## src/ipsf_pkg.sv

```systemverilog
// ----------------------------------------------------------------------------
// ipsf_pkg
// Shared constants and types for the interrupt picker with start-of-frame
// filter.
// ----------------------------------------------------------------------------
package ipsf_pkg;

  localparam int unsigned GPU_IRQ_COUNT   = 64;
  localparam int unsigned GPU_IRQ_OFFSET  = 8;
  localparam int unsigned USB_IRQ         = 17;
  localparam int unsigned TIMER_IRQ       = 0;
  localparam int unsigned SOF_PASS_PERIOD = 160;

  localparam int unsigned GPU_W   = 64;
  localparam int unsigned IDX_W   = 6;
  localparam int unsigned IRQ_W   = 7;
  localparam int unsigned FRAME_W = 14;
  localparam int unsigned CNT_W   = 8;

  localparam int unsigned FRAME_MAX  = 16'h3fff;
  localparam int unsigned FRAME_HALF = FRAME_MAX / 2;

  localparam int unsigned IN_DATA_W  = 96;
  localparam int unsigned OUT_DATA_W = 16;

  typedef struct packed {
    logic               timer_pending;
    logic [GPU_W-1:0]   gpu_pending;
    logic               sof_pending;
    logic               target_valid;
    logic               kick_flag;
    logic [FRAME_W-1:0] cur_frame;
    logic [FRAME_W-1:0] target_frame;
  } snap_t;

  typedef struct packed {
    logic             irq_taken;
    logic [IRQ_W-1:0] irq_number;
    logic             sof_ack;
    logic             cnt_upd;
    logic [CNT_W-1:0] cnt_nxt;
  } pick_t;

endpackage

```

## src/ipsf_pick.sv

```systemverilog
// ----------------------------------------------------------------------------
// ipsf_pick
// Fixed-priority irq selection and start-of-frame filter decision for one
// snapshot, given the current start-of-frame counter.
// ----------------------------------------------------------------------------
module ipsf_pick #(
  parameter int unsigned GPU_IRQ_COUNT   = ipsf_pkg::GPU_IRQ_COUNT,
  parameter int unsigned GPU_IRQ_OFFSET  = ipsf_pkg::GPU_IRQ_OFFSET,
  parameter int unsigned USB_IRQ         = ipsf_pkg::USB_IRQ,
  parameter int unsigned TIMER_IRQ       = ipsf_pkg::TIMER_IRQ,
  parameter int unsigned SOF_PASS_PERIOD = ipsf_pkg::SOF_PASS_PERIOD
) (
  input  ipsf_pkg::snap_t              snap,
  input  logic [ipsf_pkg::CNT_W-1:0]   sof_cnt,
  output ipsf_pkg::pick_t              pick
);
  import ipsf_pkg::*;

  logic               found;
  logic [IDX_W-1:0]   idx;
  logic [IRQ_W-1:0]   irq;
  logic               is_usb;
  logic [CNT_W-1:0]   cnt_inc;
  logic               period_hit;
  logic [FRAME_W-1:0] diff_th;
  logic [FRAME_W-1:0] diff_ht;
  logic               reached;
  logic               swallow;
  logic               filter_run;

  // lowest set bit among the first GPU_IRQ_COUNT bits
  always_comb begin
    found = 1'b0;
    idx   = '0;
    for (int i = GPU_W - 1; i >= 0; i--) begin
      if (i < GPU_IRQ_COUNT && snap.gpu_pending[i]) begin
        found = 1'b1;
        idx   = IDX_W'(i);
      end
    end
  end

  assign irq    = IRQ_W'(GPU_IRQ_OFFSET) + {1'b0, idx};
  assign is_usb = found && (irq == IRQ_W'(USB_IRQ));

  // wrap-aware frame compare
  assign diff_th = snap.target_frame - snap.cur_frame;
  assign diff_ht = snap.cur_frame - snap.target_frame;
  assign reached = (snap.cur_frame < snap.target_frame) ?
                   (diff_th >= FRAME_W'(FRAME_HALF)) :
                   (diff_ht <  FRAME_W'(FRAME_HALF));

  assign filter_run = !snap.timer_pending && is_usb && snap.sof_pending;
  assign cnt_inc    = sof_cnt + CNT_W'(1);
  assign period_hit = (cnt_inc == CNT_W'(SOF_PASS_PERIOD));
  assign swallow    = filter_run && !period_hit && snap.target_valid &&
                      !snap.kick_flag && !reached;

  always_comb begin
    pick.cnt_upd = filter_run;
    pick.cnt_nxt = period_hit ? '0 : cnt_inc;
    pick.sof_ack = swallow;
    if (snap.timer_pending) begin
      pick.irq_taken  = 1'b1;
      pick.irq_number = IRQ_W'(TIMER_IRQ);
    end else if (found && !swallow) begin
      pick.irq_taken  = 1'b1;
      pick.irq_number = irq;
    end else begin
      pick.irq_taken  = 1'b0;
      pick.irq_number = '0;
    end
  end

endmodule

```

## src/irq_pick_with_sof_filter.sv

```systemverilog
// ----------------------------------------------------------------------------
// irq_pick_with_sof_filter
// Picks the delivered interrupt from a pending snapshot (timer first, then
// lowest GPU bit) and swallows USB start-of-frame interrupts per the filter.
//
//   channel | dir | data                                   | handshake
//   in_     | in  | in_tdata   96 bits, one snapshot       | in_tvalid/in_tready
//   out_    | out | out_tdata  16 bits, one pick result    | out_tvalid/out_tready
//
// one request per cycle sustained while out_tready keeps the result moving; out_tvalid
// rises once the request has passed the input register, then the result register after the pick logic
// the start-of-frame counter updates when a request moves into the result
// register; reset clears it and both valid flags
// a stalled result holds; the input register still takes a request while
// it is empty or the result register is free or being drained
// ----------------------------------------------------------------------------
module irq_pick_with_sof_filter #(
  parameter int unsigned GPU_IRQ_COUNT   = ipsf_pkg::GPU_IRQ_COUNT,
  parameter int unsigned GPU_IRQ_OFFSET  = ipsf_pkg::GPU_IRQ_OFFSET,
  parameter int unsigned USB_IRQ         = ipsf_pkg::USB_IRQ,
  parameter int unsigned TIMER_IRQ       = ipsf_pkg::TIMER_IRQ,
  parameter int unsigned SOF_PASS_PERIOD = ipsf_pkg::SOF_PASS_PERIOD
) (
  input  logic                               clk,
  input  logic                               rst_n,
  input  logic                               in_tvalid,
  output logic                               in_tready,
  // timer_pending[0], gpu_pending_low[32:1], gpu_pending_high[64:33],
  // sof_pending[65], target_valid[66], kick_flag[67], cur_frame[81:68],
  // target_frame[95:82]
  input  logic [ipsf_pkg::IN_DATA_W-1:0]     in_tdata,
  output logic                               out_tvalid,
  input  logic                               out_tready,
  // irq_taken[0], irq_number[7:1], sof_ack[8], zero[15:9]
  output logic [ipsf_pkg::OUT_DATA_W-1:0]    out_tdata
);
  import ipsf_pkg::*;

  snap_t            snap_r;
  snap_t            snap_nxt;
  logic             s1_valid_r;
  logic             out_valid_r;
  pick_t            pick;
  logic             res_taken_r;
  logic [IRQ_W-1:0] res_number_r;
  logic             res_ack_r;
  logic [CNT_W-1:0] sof_cnt_r;
  logic             advance;
  logic             load;

  assign advance   = !out_valid_r || out_tready;
  assign in_tready = !s1_valid_r || advance;
  assign load      = in_tvalid && in_tready;

  always_comb begin
    snap_nxt.timer_pending = in_tdata[0];
    snap_nxt.gpu_pending   = in_tdata[64:1];
    snap_nxt.sof_pending   = in_tdata[65];
    snap_nxt.target_valid  = in_tdata[66];
    snap_nxt.kick_flag     = in_tdata[67];
    snap_nxt.cur_frame     = in_tdata[81:68];
    snap_nxt.target_frame  = in_tdata[95:82];
  end

  ipsf_pick #(
    .GPU_IRQ_COUNT   (GPU_IRQ_COUNT),
    .GPU_IRQ_OFFSET  (GPU_IRQ_OFFSET),
    .USB_IRQ         (USB_IRQ),
    .TIMER_IRQ       (TIMER_IRQ),
    .SOF_PASS_PERIOD (SOF_PASS_PERIOD)
  ) u_pick (
    .snap    (snap_r),
    .sof_cnt (sof_cnt_r),
    .pick    (pick)
  );

  always_ff @(posedge clk) begin
    if (!rst_n) begin
      s1_valid_r  <= 1'b0;
      out_valid_r <= 1'b0;
      sof_cnt_r   <= '0;
    end else begin
      if (in_tready) begin
        s1_valid_r <= in_tvalid;
      end
      if (advance) begin
        out_valid_r <= s1_valid_r;
        if (s1_valid_r && pick.cnt_upd) begin
          sof_cnt_r <= pick.cnt_nxt;
        end
      end
    end
  end

  always_ff @(posedge clk) begin
    if (load) begin
      snap_r <= snap_nxt;
    end
    if (advance && s1_valid_r) begin
      res_taken_r  <= pick.irq_taken;
      res_number_r <= pick.irq_number;
      res_ack_r    <= pick.sof_ack;
    end
  end

  assign out_tvalid = out_valid_r;
  assign out_tdata  = {7'd0, res_ack_r, res_number_r, res_taken_r};

endmodule

```

## config.mk

```make
export PLATFORM = sky130hd
export DESIGN_NAME = irq_pick_with_sof_filter
export DESIGN_NICKNAME = d
export VERILOG_FILES = /design/src/ipsf_pkg.sv /design/src/ipsf_pick.sv /design/src/irq_pick_with_sof_filter.sv
export SDC_FILE = /design/constraint.sdc
export NUM_CORES = 1
export LEC_CHECK = 0
export ABC_AREA = 1
export BUFFER_PORTS_ARGS = -buffer_cell sky130_fd_sc_hd__buf_2
export CORE_MARGIN = 2
export CORE_UTILIZATION = 51
export CTS_CLUSTER_SIZE = 16
export DETAILED_ROUTE_END_ITERATION = 12
export GPL_ROUTABILITY_DRIVEN = 0
export HOLD_SLACK_MARGIN = 0.06
export PLACE_DENSITY = 0.74
export RECOVER_POWER = 100
export SYNTH_ARGS = -nofsm -noshare
export SYNTH_HDL_FRONTEND = slang
export SYNTH_HIERARCHICAL = 1
export SYNTH_SLANG_ARGS = --single-unit
```

## constraint.sdc

```tcl
create_clock -name clk -period 3.95 [get_ports clk]
set_input_delay 0.1975 -clock clk [delete_from_list [all_inputs] [get_ports clk]]
set_output_delay 0.1975 -clock clk [all_outputs]
set_load 0.01 [all_outputs]
```

==> results.md, run 1 <==
* Status: complete, but fails checks
* Failing checks: setup timing
* Drt via density at around 4.9
* Simple-gate share of the synthesized area at 0.184
* Delay-heaviest family, CP: simple AND/OR/NAND/NOR gates
* Maximum vdd drop at between 0.0004 and 0.0005 V
* Startpoint Class: flip-flop
* Critical Path AT at about 4700 ps
* RR Startpoint: snap_r[92]
* Synth Area in XOR/XNOR at 0.0253
* Clk slew on worst S/H paths at approximately 50 ps
* Die width at 115 µm
* Mux contribution to synthesized area at 0
* Levels on crit path at 68
* CP Class: flip-flop to flip-flop
* Clk sink count at between 100 and 150
* TritonRoute pass-1 iters at 5
* Crit path top cell by count: nand2_1
* Placement Rows at 40
* Buf/Inv on CP at 2
* Ys Warns at 6
* Pwr Density at ~400 nW/µm²
* Iter 0 DRT Violations at 244
* First-pass GRT wire length at 23500 µm
* Worst setup EP type: flip-flop
* Compound-Gate Fraction of Synth Area at 0.0776
* Top_reg_cell synth: edfxtp_1
* Global-route usage over all layers at 0.233
* Most common cell after layout, fill and taps aside: nand2_1
* Slew Limit Headroom at 0.512
* Final #Nets at 1025
* Endpoints failing setup at 14
* Crit path launch: snap_r[92]
* Crit-path max FO at 8
* Layout cells sized above 1 at 0.185
* Routed vias at between 5k and 6k
* CTS buffer count at 17
* Worst-Margin Slew at 729 ps
* LEAKAGE at roughly 4 nW
* Clock latency on the worst-skew pair at ~410 ps
* Root Driver: clkbuf_16
* Starting Density at 0.522
* I/O Pins at 118
* Max Root-Sink Buffers at 2
* Max-cap violation count at 0
* Yosys reg bits at between 100 and 150
* F_max at approximately 0.23 GHz
* HPWL after detailed placement at a little under 9000 µm
* CTS tree: built
* Sequential area share after synthesis at 0.537
* Commonest cells after routing, fill and taps aside: 145 x nand2_1, 135 x inv_1, 105 x edfxtp_1, 100 x buf_2, 97 x dlygate4sd3_1
* Wire length per cell at approximately 14 µm
* Yosys cell types at 43
* Worst Skew at 7.54 ps
* Layout area overhead at 35.9%
* Crit path max-delay cell type: edfxtp_1
* Pin count of the biggest net entering global routing at between 50 and 60
* Tmin final at about 4400 ps
* Final setup TNS at -5010 ps
* Final Hold Vio Count at 0
* Die Ht at 115 µm
* Asr flop ratio synth at 0
* Max Slew Vio Count at 0
* Hold_sp: rst_n
* Vias in the first global route at 5453
* Setup crit end: sof_cnt_r[6]
* Reg-to-Reg End: sof_cnt_r[6]
* Residual DRC at 0
* Pwr Total at between 3 and 4 mW
* Routed Antenna Nets at 0
* RSZ-0062 raised after global routing: yes
* H-tree depth at 4
* GR Overflow Total at 0
* FF-to-FF setup slack at -400 ps
* Final worst slack at -401 ps
* Syn_area_per_cell at 9.22 µm²
* Mapped Area at just over 6000 µm²
* IO Port Bufs at 110
* CP required at roughly 4300 ps
* Initial antenna violation count at 1
* CORE AREA at ~12000 µm²
* Post-synth EDFFs at roughly 110
* Hold path depth at 3
* Final period util at 1.10
* Final WL at between 10000 and 15000 µm
* Hold Crit Class: primary input to flip-flop
* Die ar. at around 13000 µm²
* Main combinational cell family by area after synthesis: simple AND/OR/NAND/NOR gates
* Slowest stage delay, CP at 410 ps
* Synth Instances at 677
* Depth of the most critical reg-to-reg path at about 70
* Synth Area in Adders at 0.0646
sequential cells by signal (all words and copies together) (netlist names):
signal / cells
res_taken_r: 1
s1_valid_r: 1
res_number_r: 7
snap_r: 96
out_tvalid: 1
sof_cnt_r: 8
res_ack_r: 1
through the flow:
stage                     area, µm²  worst slack, ps  hold slack [ps]  utilization  std cells
after detailed placement       6880            -92.5              376        0.575        921
after floorplan                6260              142              296            -        683
final                          8480             -401              114        0.709       1055
after global routing           8480            -1080              102        0.709       1055
after global placement         6880           -0.954              374        0.575        921
after CTS                      8460            -91.6             90.0        0.707       1052
power breakdown:
group          leakage, nW  switching [mW]  internal, mW
combinational         2.56           0.231         0.204
sequential            1.11          0.0337          1.40
clock                0.279           0.565         0.934
total                 3.95           0.829          2.54
layout make-up:
class	count	area [µm²]
Clock inverter	14	154
Timing Repair inverter	1	8.76
Antenna cell	1	2.50
Fill cell	814	3480
Clock buffer	18	429
Multi-Input combinational cell	406	2250
Tap cell	147	184
Sequential cell	115	3350
Inverter	140	532
Timing Repair Buffer	213	1570
cells by family after synthesis:
family,Yosys count
adder cells (fa/ha/maj),31
other,1
flip-flops,115
buffers and inverters,162
XOR/XNOR,18
AO/OA/AOI/OAI,77
AND/OR/NAND/NOR,273
how the worst min path moves through the flow:
stage	end	slack, ps
3_5_place_dp	snap_r[43]	380
3_3_place_gp	snap_r[51]	370
2_1_floorplan	snap_r[0]	300
6_report	sof_cnt_r[7]	110
5_1_grt	sof_cnt_r[7]	100
4_1_cts	sof_cnt_r[4]	90
Yosys cell counts (2+ instances only):
| cell type | count | share of area |
|---|---|---|
| a31oi_1 | 2 | 0.0020 |
| fa_1 | 2 | 0.0064 |
| nor3b_1 | 2 | 0.0024 |
| inv_2 | 3 | 0.0018 |
| dfxtp_1 | 10 | 0.032 |
| nand2_2 | 4 | 0.0040 |
| edfxtp_1 | 105 | 0.51 |
| o2111ai_1 | 2 | 0.0028 |
| a221oi_1 | 3 | 0.0042 |
| nand2_1 | 148 | 0.089 |
| o31ai_1 | 2 | 0.0024 |
| xnor2_1 | 7 | 0.0098 |
| nor2_1 | 70 | 0.042 |
| nor2_2 | 2 | 0.0020 |
| clkbuf_1 | 8 | 0.0048 |
| nand4_1 | 4 | 0.0040 |
| ha_1 | 29 | 0.058 |
| nor3_1 | 4 | 0.0032 |
| a21oi_2 | 8 | 0.011 |
| nor4_1 | 8 | 0.0080 |
| a21oi_1 | 28 | 0.022 |
| a211oi_1 | 5 | 0.0060 |
| nand3_2 | 2 | 0.0032 |
| nand3_1 | 24 | 0.019 |
| xor2_1 | 11 | 0.015 |
| o21ai_0 | 19 | 0.015 |
| inv_1 | 136 | 0.082 |
| buf_4 | 11 | 0.013 |
| a221o_1 | 3 | 0.0048 |
| or2_2 | 2 | 0.0020 |
routing by layer:
metal | wire (µm) | GRT usage | vias to the layer above
met2 | 8070 | 0.436 | 138
met5 | 0 | 0 | -
met1 | 5560 | 0.234 | 2426
met3 | 629 | 0.0752 | 25
met4 | 313 | 0.101 | 0
li1 | - | - | 2613
tightest hold or removal path, stage by stage:
cell and delay (ps):
buf_2 170, nand2_1 80, nor2_1 30
timing repair:
action                                  in CTS  in global routing
hold buffers                                97                  0
setup buffers                                1                  2
endpoints found under the setup margin       8                 14
pin swaps                                    2                  2
cloned                                       1                  0
resized for setup                            4                  4
hold endpoints to repair                    97                  0
(Power assumes the default switching activity.)
==> run 2: changes to the inputs <==
Settings changed: CORE_MARGIN 2 to 10.
==> run 2 against run 1 <==
The run ends with capacitance limit, slew limit, setup timing left. Count of clock-buffer cells in the layout did not move. Sequential share of layout area rose by 0.13 points. Critical path depth did not move. Sequential power barely moved. Clock skew rose by 4.3 ps. Largest power group unchanged. Highest routed layer unchanged.
==> results.md, run 2 (same netlist as run 1, synthesis figures left out) <==
* Worst hold margin at about 130 ps
* Layout Cells excl Fill at approximately 1.1k
* Critical Path AT at about 4700 ps
* Final worst slack at -430 ps
* Finished Cell Area at roughly 8500 µm²
* Vias in the first global route at 5613
* Max Root-Sink Buffers at 2
* Commonest cells after routing, fill and taps aside: 146 x nand2_1, 135 x inv_1, 105 x edfxtp_1, 97 x dlygate4sd3_1, 87 x buf_2
* Depth of the most critical reg-to-reg path at 68
* Worst Skew at ~12 ps
* Startpoint Class: flip-flop
* F_max at ~0.23 GHz
* LEAKAGE at about 3.9 nW
* Levels on crit path at 68
* Highest metal used: met4
* Final Core Density at 0.704
* Residual DRC at 0
* Die Ht at between 100 and 150 µm
* Delay-heaviest family, CP: simple AND/OR/NAND/NOR gates
* RSZ-0062 raised after global routing: yes
* Final Hold Vio Count at 0
* Leading registers by flop count: snap_r: 96 flops, sof_cnt_r: 8 flops, res_number_r: 7 flops
* WL met3 at 948 µm
* Placement Rows at 40
* Final WL at roughly 16000 µm
* Drt via density at roughly 5.0
* Pin count of the biggest net entering global routing at 55
* RR Startpoint: snap_r[92]
* Global-route usage over all layers at 0.197
* Die width at approximately 130 µm
* HPWL after detailed placement at 9800 µm
* Root Driver: clkbuf_16
* Worst-Margin Slew at 2030 ps
* IO Port Bufs at 110
* Slowest stage delay, CP at around 400 ps
* Placed Area at slightly below 7000 µm²
* Starting Density at 0.519
* Clk sink count at around 120
* Worst setup EP type: flip-flop
* Crit path top cell by count: nand2_1
* Status: complete, but fails checks
* Slew Limit Headroom at -0.358
* Setup crit end: sof_cnt_r[5]
* Crit path launch: snap_r[92]
* Dpl cells at 921
* Crit path max-delay cell type: edfxtp_1
* Initial antenna violation count at 1
* Reg-to-Reg End: sof_cnt_r[5]
* Pwr Density at 400 nW/µm²
* I/O Pins at 118
* Failing checks: capacitance limit, slew limit, setup timing
* CTS buffer count at 17
* Maximum vdd drop at roughly 0.00031 V
* H-tree depth at 4
* CP required at approximately 4300 ps
* GR Overflow Total at 0
* DRT met1 WL at about 5800 µm
* Die ar. at 17100 µm²
* Routed vias at roughly 5.3k
* Max-cap violation count at 1
* Routed Antenna Nets at 0
* FF-to-FF setup slack at -430 ps
* DR WL met2 at about 8800 µm
* Hold Crit Class: primary input to flip-flop
* Layout cells sized above 1 at 0.171
* Clock latency on the worst-skew pair at ~420 ps
* Wire length per cell at approximately 15 µm
* Endpoints failing setup at 14
* CTS tree: built
* Final #Nets at around 1.0k
* Buf/Inv on CP at 2
* Most common cell after layout, fill and taps aside: nand2_1
* CP Class: flip-flop to flip-flop
* Max reg flops at 96
* Placement Setup Slack at -76.6 ps
* TritonRoute pass-1 iters at 5
* Top reg by flops: snap_r
* Max Slew Vio Count at 44
* Iter 0 DRT Violations at about 310
* Crit-path max FO at 8
* First-pass GRT wire length at between 20000 and 30000 µm
* Clk slew on worst S/H paths at around 50 ps
* CORE AREA at ~12000 µm²
* Final period util at 1.11
* Tmin final at roughly 4400 ps
* Layout area overhead at 35.4%
## run 2: worst min path at each step
stage	start	endpoint	slack [ps]	cells past startpoint
finish	rst_n	sof_cnt_r[7]	130	3
global route	rst_n	sof_cnt_r[4]	120	3
CTS	rst_n	sof_cnt_r[0]	100	3
detailed placement	in_tdata[32]	snap_r[62]	380	1
global placement	in_tdata[23]	snap_r[53]	370	1
floorplan	in_tdata[82]	snap_r[0]	300	0
## run 2: layout make-up
class                           count  area (µm²)
Timing Repair Buffer              212        1540
Timing Repair inverter              1        8.76
Tap cell                          147         184
Clock inverter                     14         154
Multi-Input combinational cell    406        2250
Sequential cell                   115        3350
Clock buffer                       18         429
Inverter                          140         532
Fill cell                         861        3560
Antenna cell                        1        2.50
## run 2: worst min-delay path, stage by stage
cell	delay (ps)
buf_2	180
nand2_1	90
nor2_1	30
## run 2: per-stage QoR
step | setup TNS [ps] | total power [mW]
2_1_floorplan | 0 | 1.69
3_3_place_gp | -52.6 | 1.79
3_5_place_dp | -518 | 1.80
4_1_cts | -693 | 3.39
5_1_grt | -14340 | 3.51
6_report | -5400 | 3.38
## run 2: metal layers
metal / GRT usage / up-vias
met5: 0 / -
met4: 0.0778 / 0
met3: 0.0633 / 29
met2: 0.376 / 152
met1: 0.192 / 2474
li1: - / 2616
## run 2: power by group
| group | internal, mW | switching (mW) | total [mW] |
|---|---|---|---|
| Combinational | 0.202 | 0.232 | 0.434 |
| Clock | 0.935 | 0.572 | 1.51 |
| Sequential | 1.40 | 0.0344 | 1.44 |
## run 2: what timing repair did
item / in CTS / in global routing
setup buffers: 1 / 1
cloned: 1 / 0
hold endpoints to repair: 97 / 0
setup endpoints to repair: 10 / 14
gates resized for setup: 6 / 3
hold buffers: 97 / 0
pin swaps: 6 / 3
==> run 3: changes to the inputs <==
Settings changed: PLACE_DENSITY 0.74 to 0.75.
==> run 3 against run 2 <==
The flow finishes with violations (setup timing). Core utilization about the same. Setup slack better by 180 ps. Power down 0.11%. Combinational power up 1%. Wire length up 1.0%. Cell count about the same. Critical endpoint is now res_number_r[5]. Largest cell class unchanged.
==> results.md, run 3 (same netlist as run 1, synthesis figures left out) <==
* Worst hold margin at 137 ps
* Die Ht at between 100 and 150 µm
* Top reg by flops: snap_r
* Pwr Total at between 3 and 4 mW
* Worst setup EP type: flip-flop
* Max Slew Vio Count at 0
* Pwr Density at approximately 400 nW/µm²
* Clk slew on worst S/H paths at ~60 ps
* Clock latency on the worst-skew pair at a little over 400 ps
* I/O Pins at roughly 120
* Residual DRC at 0
* Status: complete, but fails checks
* Slew Limit Headroom at 0.457
* Starting Density at 0.519
* Crit path max-delay cell type: edfxtp_1
* Pin count of the biggest net entering global routing at 55
* TritonRoute pass-1 iters at 6
* Final period util at 1.06
* Die ar. at around 17000 µm²
* Final Core Density at 0.703
* CTS tree: built
* Crit-path max FO at 4
* Commonest cells after routing, fill and taps aside: 146 x nand2_1, 135 x inv_1, 105 x edfxtp_1, 97 x dlygate4sd3_1, 95 x buf_2
* Clk sink count at about 120
* Tmin final at roughly 4200 ps
* Root Driver: clkbuf_16
* Worst Skew at 11.1 ps
* HPWL after detailed placement at about 10000 µm
* Routed vias at 5264
* Slowest stage delay, CP at around 380 ps
* Initial antenna violation count at 2
* Final Hold Vio Count at 0
* Final #Nets at around 1.0k
* F_max at roughly 0.24 GHz
* Iter 0 DRT Violations at about 400
* Drt via density at approximately 5.0
* Global-route usage over all layers at 0.195
* Worst-Margin Slew at 813 ps
* Layout cells sized above 1 at 0.175
* CP required at a little over 4000 ps
* H-tree depth at 4
* Critical Path AT at about 4400 ps
* CTS buffer count at 17
* Maximum vdd drop at about 0.0004 V
* Vias in the first global route at roughly 5.4k
* Max Root-Sink Buffers at 2
* CORE AREA at ~12000 µm²
* First-pass GRT wire length at 25900 µm
* Failing checks: setup timing
* Leading registers by flop count: snap_r: 96 flops, sof_cnt_r: 8 flops, res_number_r: 7 flops
* Hold Crit Class: primary input to flip-flop
* Placement Rows at 40
* Routed Antenna Nets at 0
* IO Port Bufs at 110
* Startpoint Class: flip-flop
* Layout area overhead at 35.4%
* Wire length per cell at 15.3 µm
* CP Class: flip-flop to flip-flop
* Endpoints failing setup at 14
* Final WL at around 16000 µm
* Max reg flops at between 90 and 100
* Crit path top cell by count: nand2_1
* Most common cell after layout, fill and taps aside: nand2_1
* GR Overflow Total at 0
* Final worst slack at -251 ps
* Max-cap violation count at 0
* Die width at 131 µm
* LEAKAGE at 3.92 nW
* RSZ-0062 raised after global routing: yes
## run 3: cell count changes in the layout (fill, tap and decap cells not counted), sizes merged
cell      before  now
buf           92  100
clkbuf        41   33
inv          142  138
diode          1    3
bufinv         2    3
clkinv         9   10
clkinvlp       2    1
## run 3: cell type report
type	count	area, µm²
multi-input combinational	406	2240
tap	147	184
clock inverter	11	139
timing repair inverter	1	8.76
fill	841	3570
sequential	115	3350
clock buffer	19	433
inverter	140	532
antenna	3	7.51
timing repair buffer	211	1550
## run 3: worst max-delay path, delay by kind of cell (launching register included)
kind / cells / cell delay (ps)
AND/OR/NAND/NOR: 65 / 3320
flip-flops: 1 / 380
buffers and inverters: 3 / 260
## run 3: layer usage
layer | up-vias | wire, µm | track usage
met5 | - | 0 | 0
met4 | 0 | 314 | 0.0733
met3 | 28 | 1010 | 0.0673
met2 | 182 | 8920 | 0.368
met1 | 2448 | 5870 | 0.190
li1 | 2606 | - | -
## run 3: worst paths after layout
kind / startpoint / to / slack (ps) / depth (start not counted)
setup / recovery: snap_r[93] / res_number_r[5] / -250 / 68
hold / removal: rst_n / sof_cnt_r[0] / 140 / 3
setup reg to reg: snap_r[93] / res_number_r[5] / -250 / 68
hold reg to reg: sof_cnt_r[7] / sof_cnt_r[7] / 510 / 2
## run 3: per-stage QoR
step / cells / setup TNS [ps] / area (µm²) / worst slack, ps
2_1_floorplan: 683 / 0 / 6260 / 142
3_3_place_gp: 921 / -43.5 / 6880 / -8.86
3_5_place_dp: 921 / -688 / 6880 / -114
4_1_cts: 1049 / -584 / 8440 / -80.6
5_1_grt: 1052 / -12850 / 8440 / -954
6_report: 1053 / -2940 / 8450 / -251
## run 3: power breakdown
part           switching (mW)  internal (mW)
registers              0.0342           1.40
clock network           0.521          0.978
logic                   0.236          0.202
## run 3: repair_timing
action,in CTS,in global routing
pin swaps,3,5
hold buffers,97,0
setup buffers,0,1
endpoints found under the setup margin,8,14
resized for setup,4,3
cloned,1,0
endpoints found under the hold margin,97,0
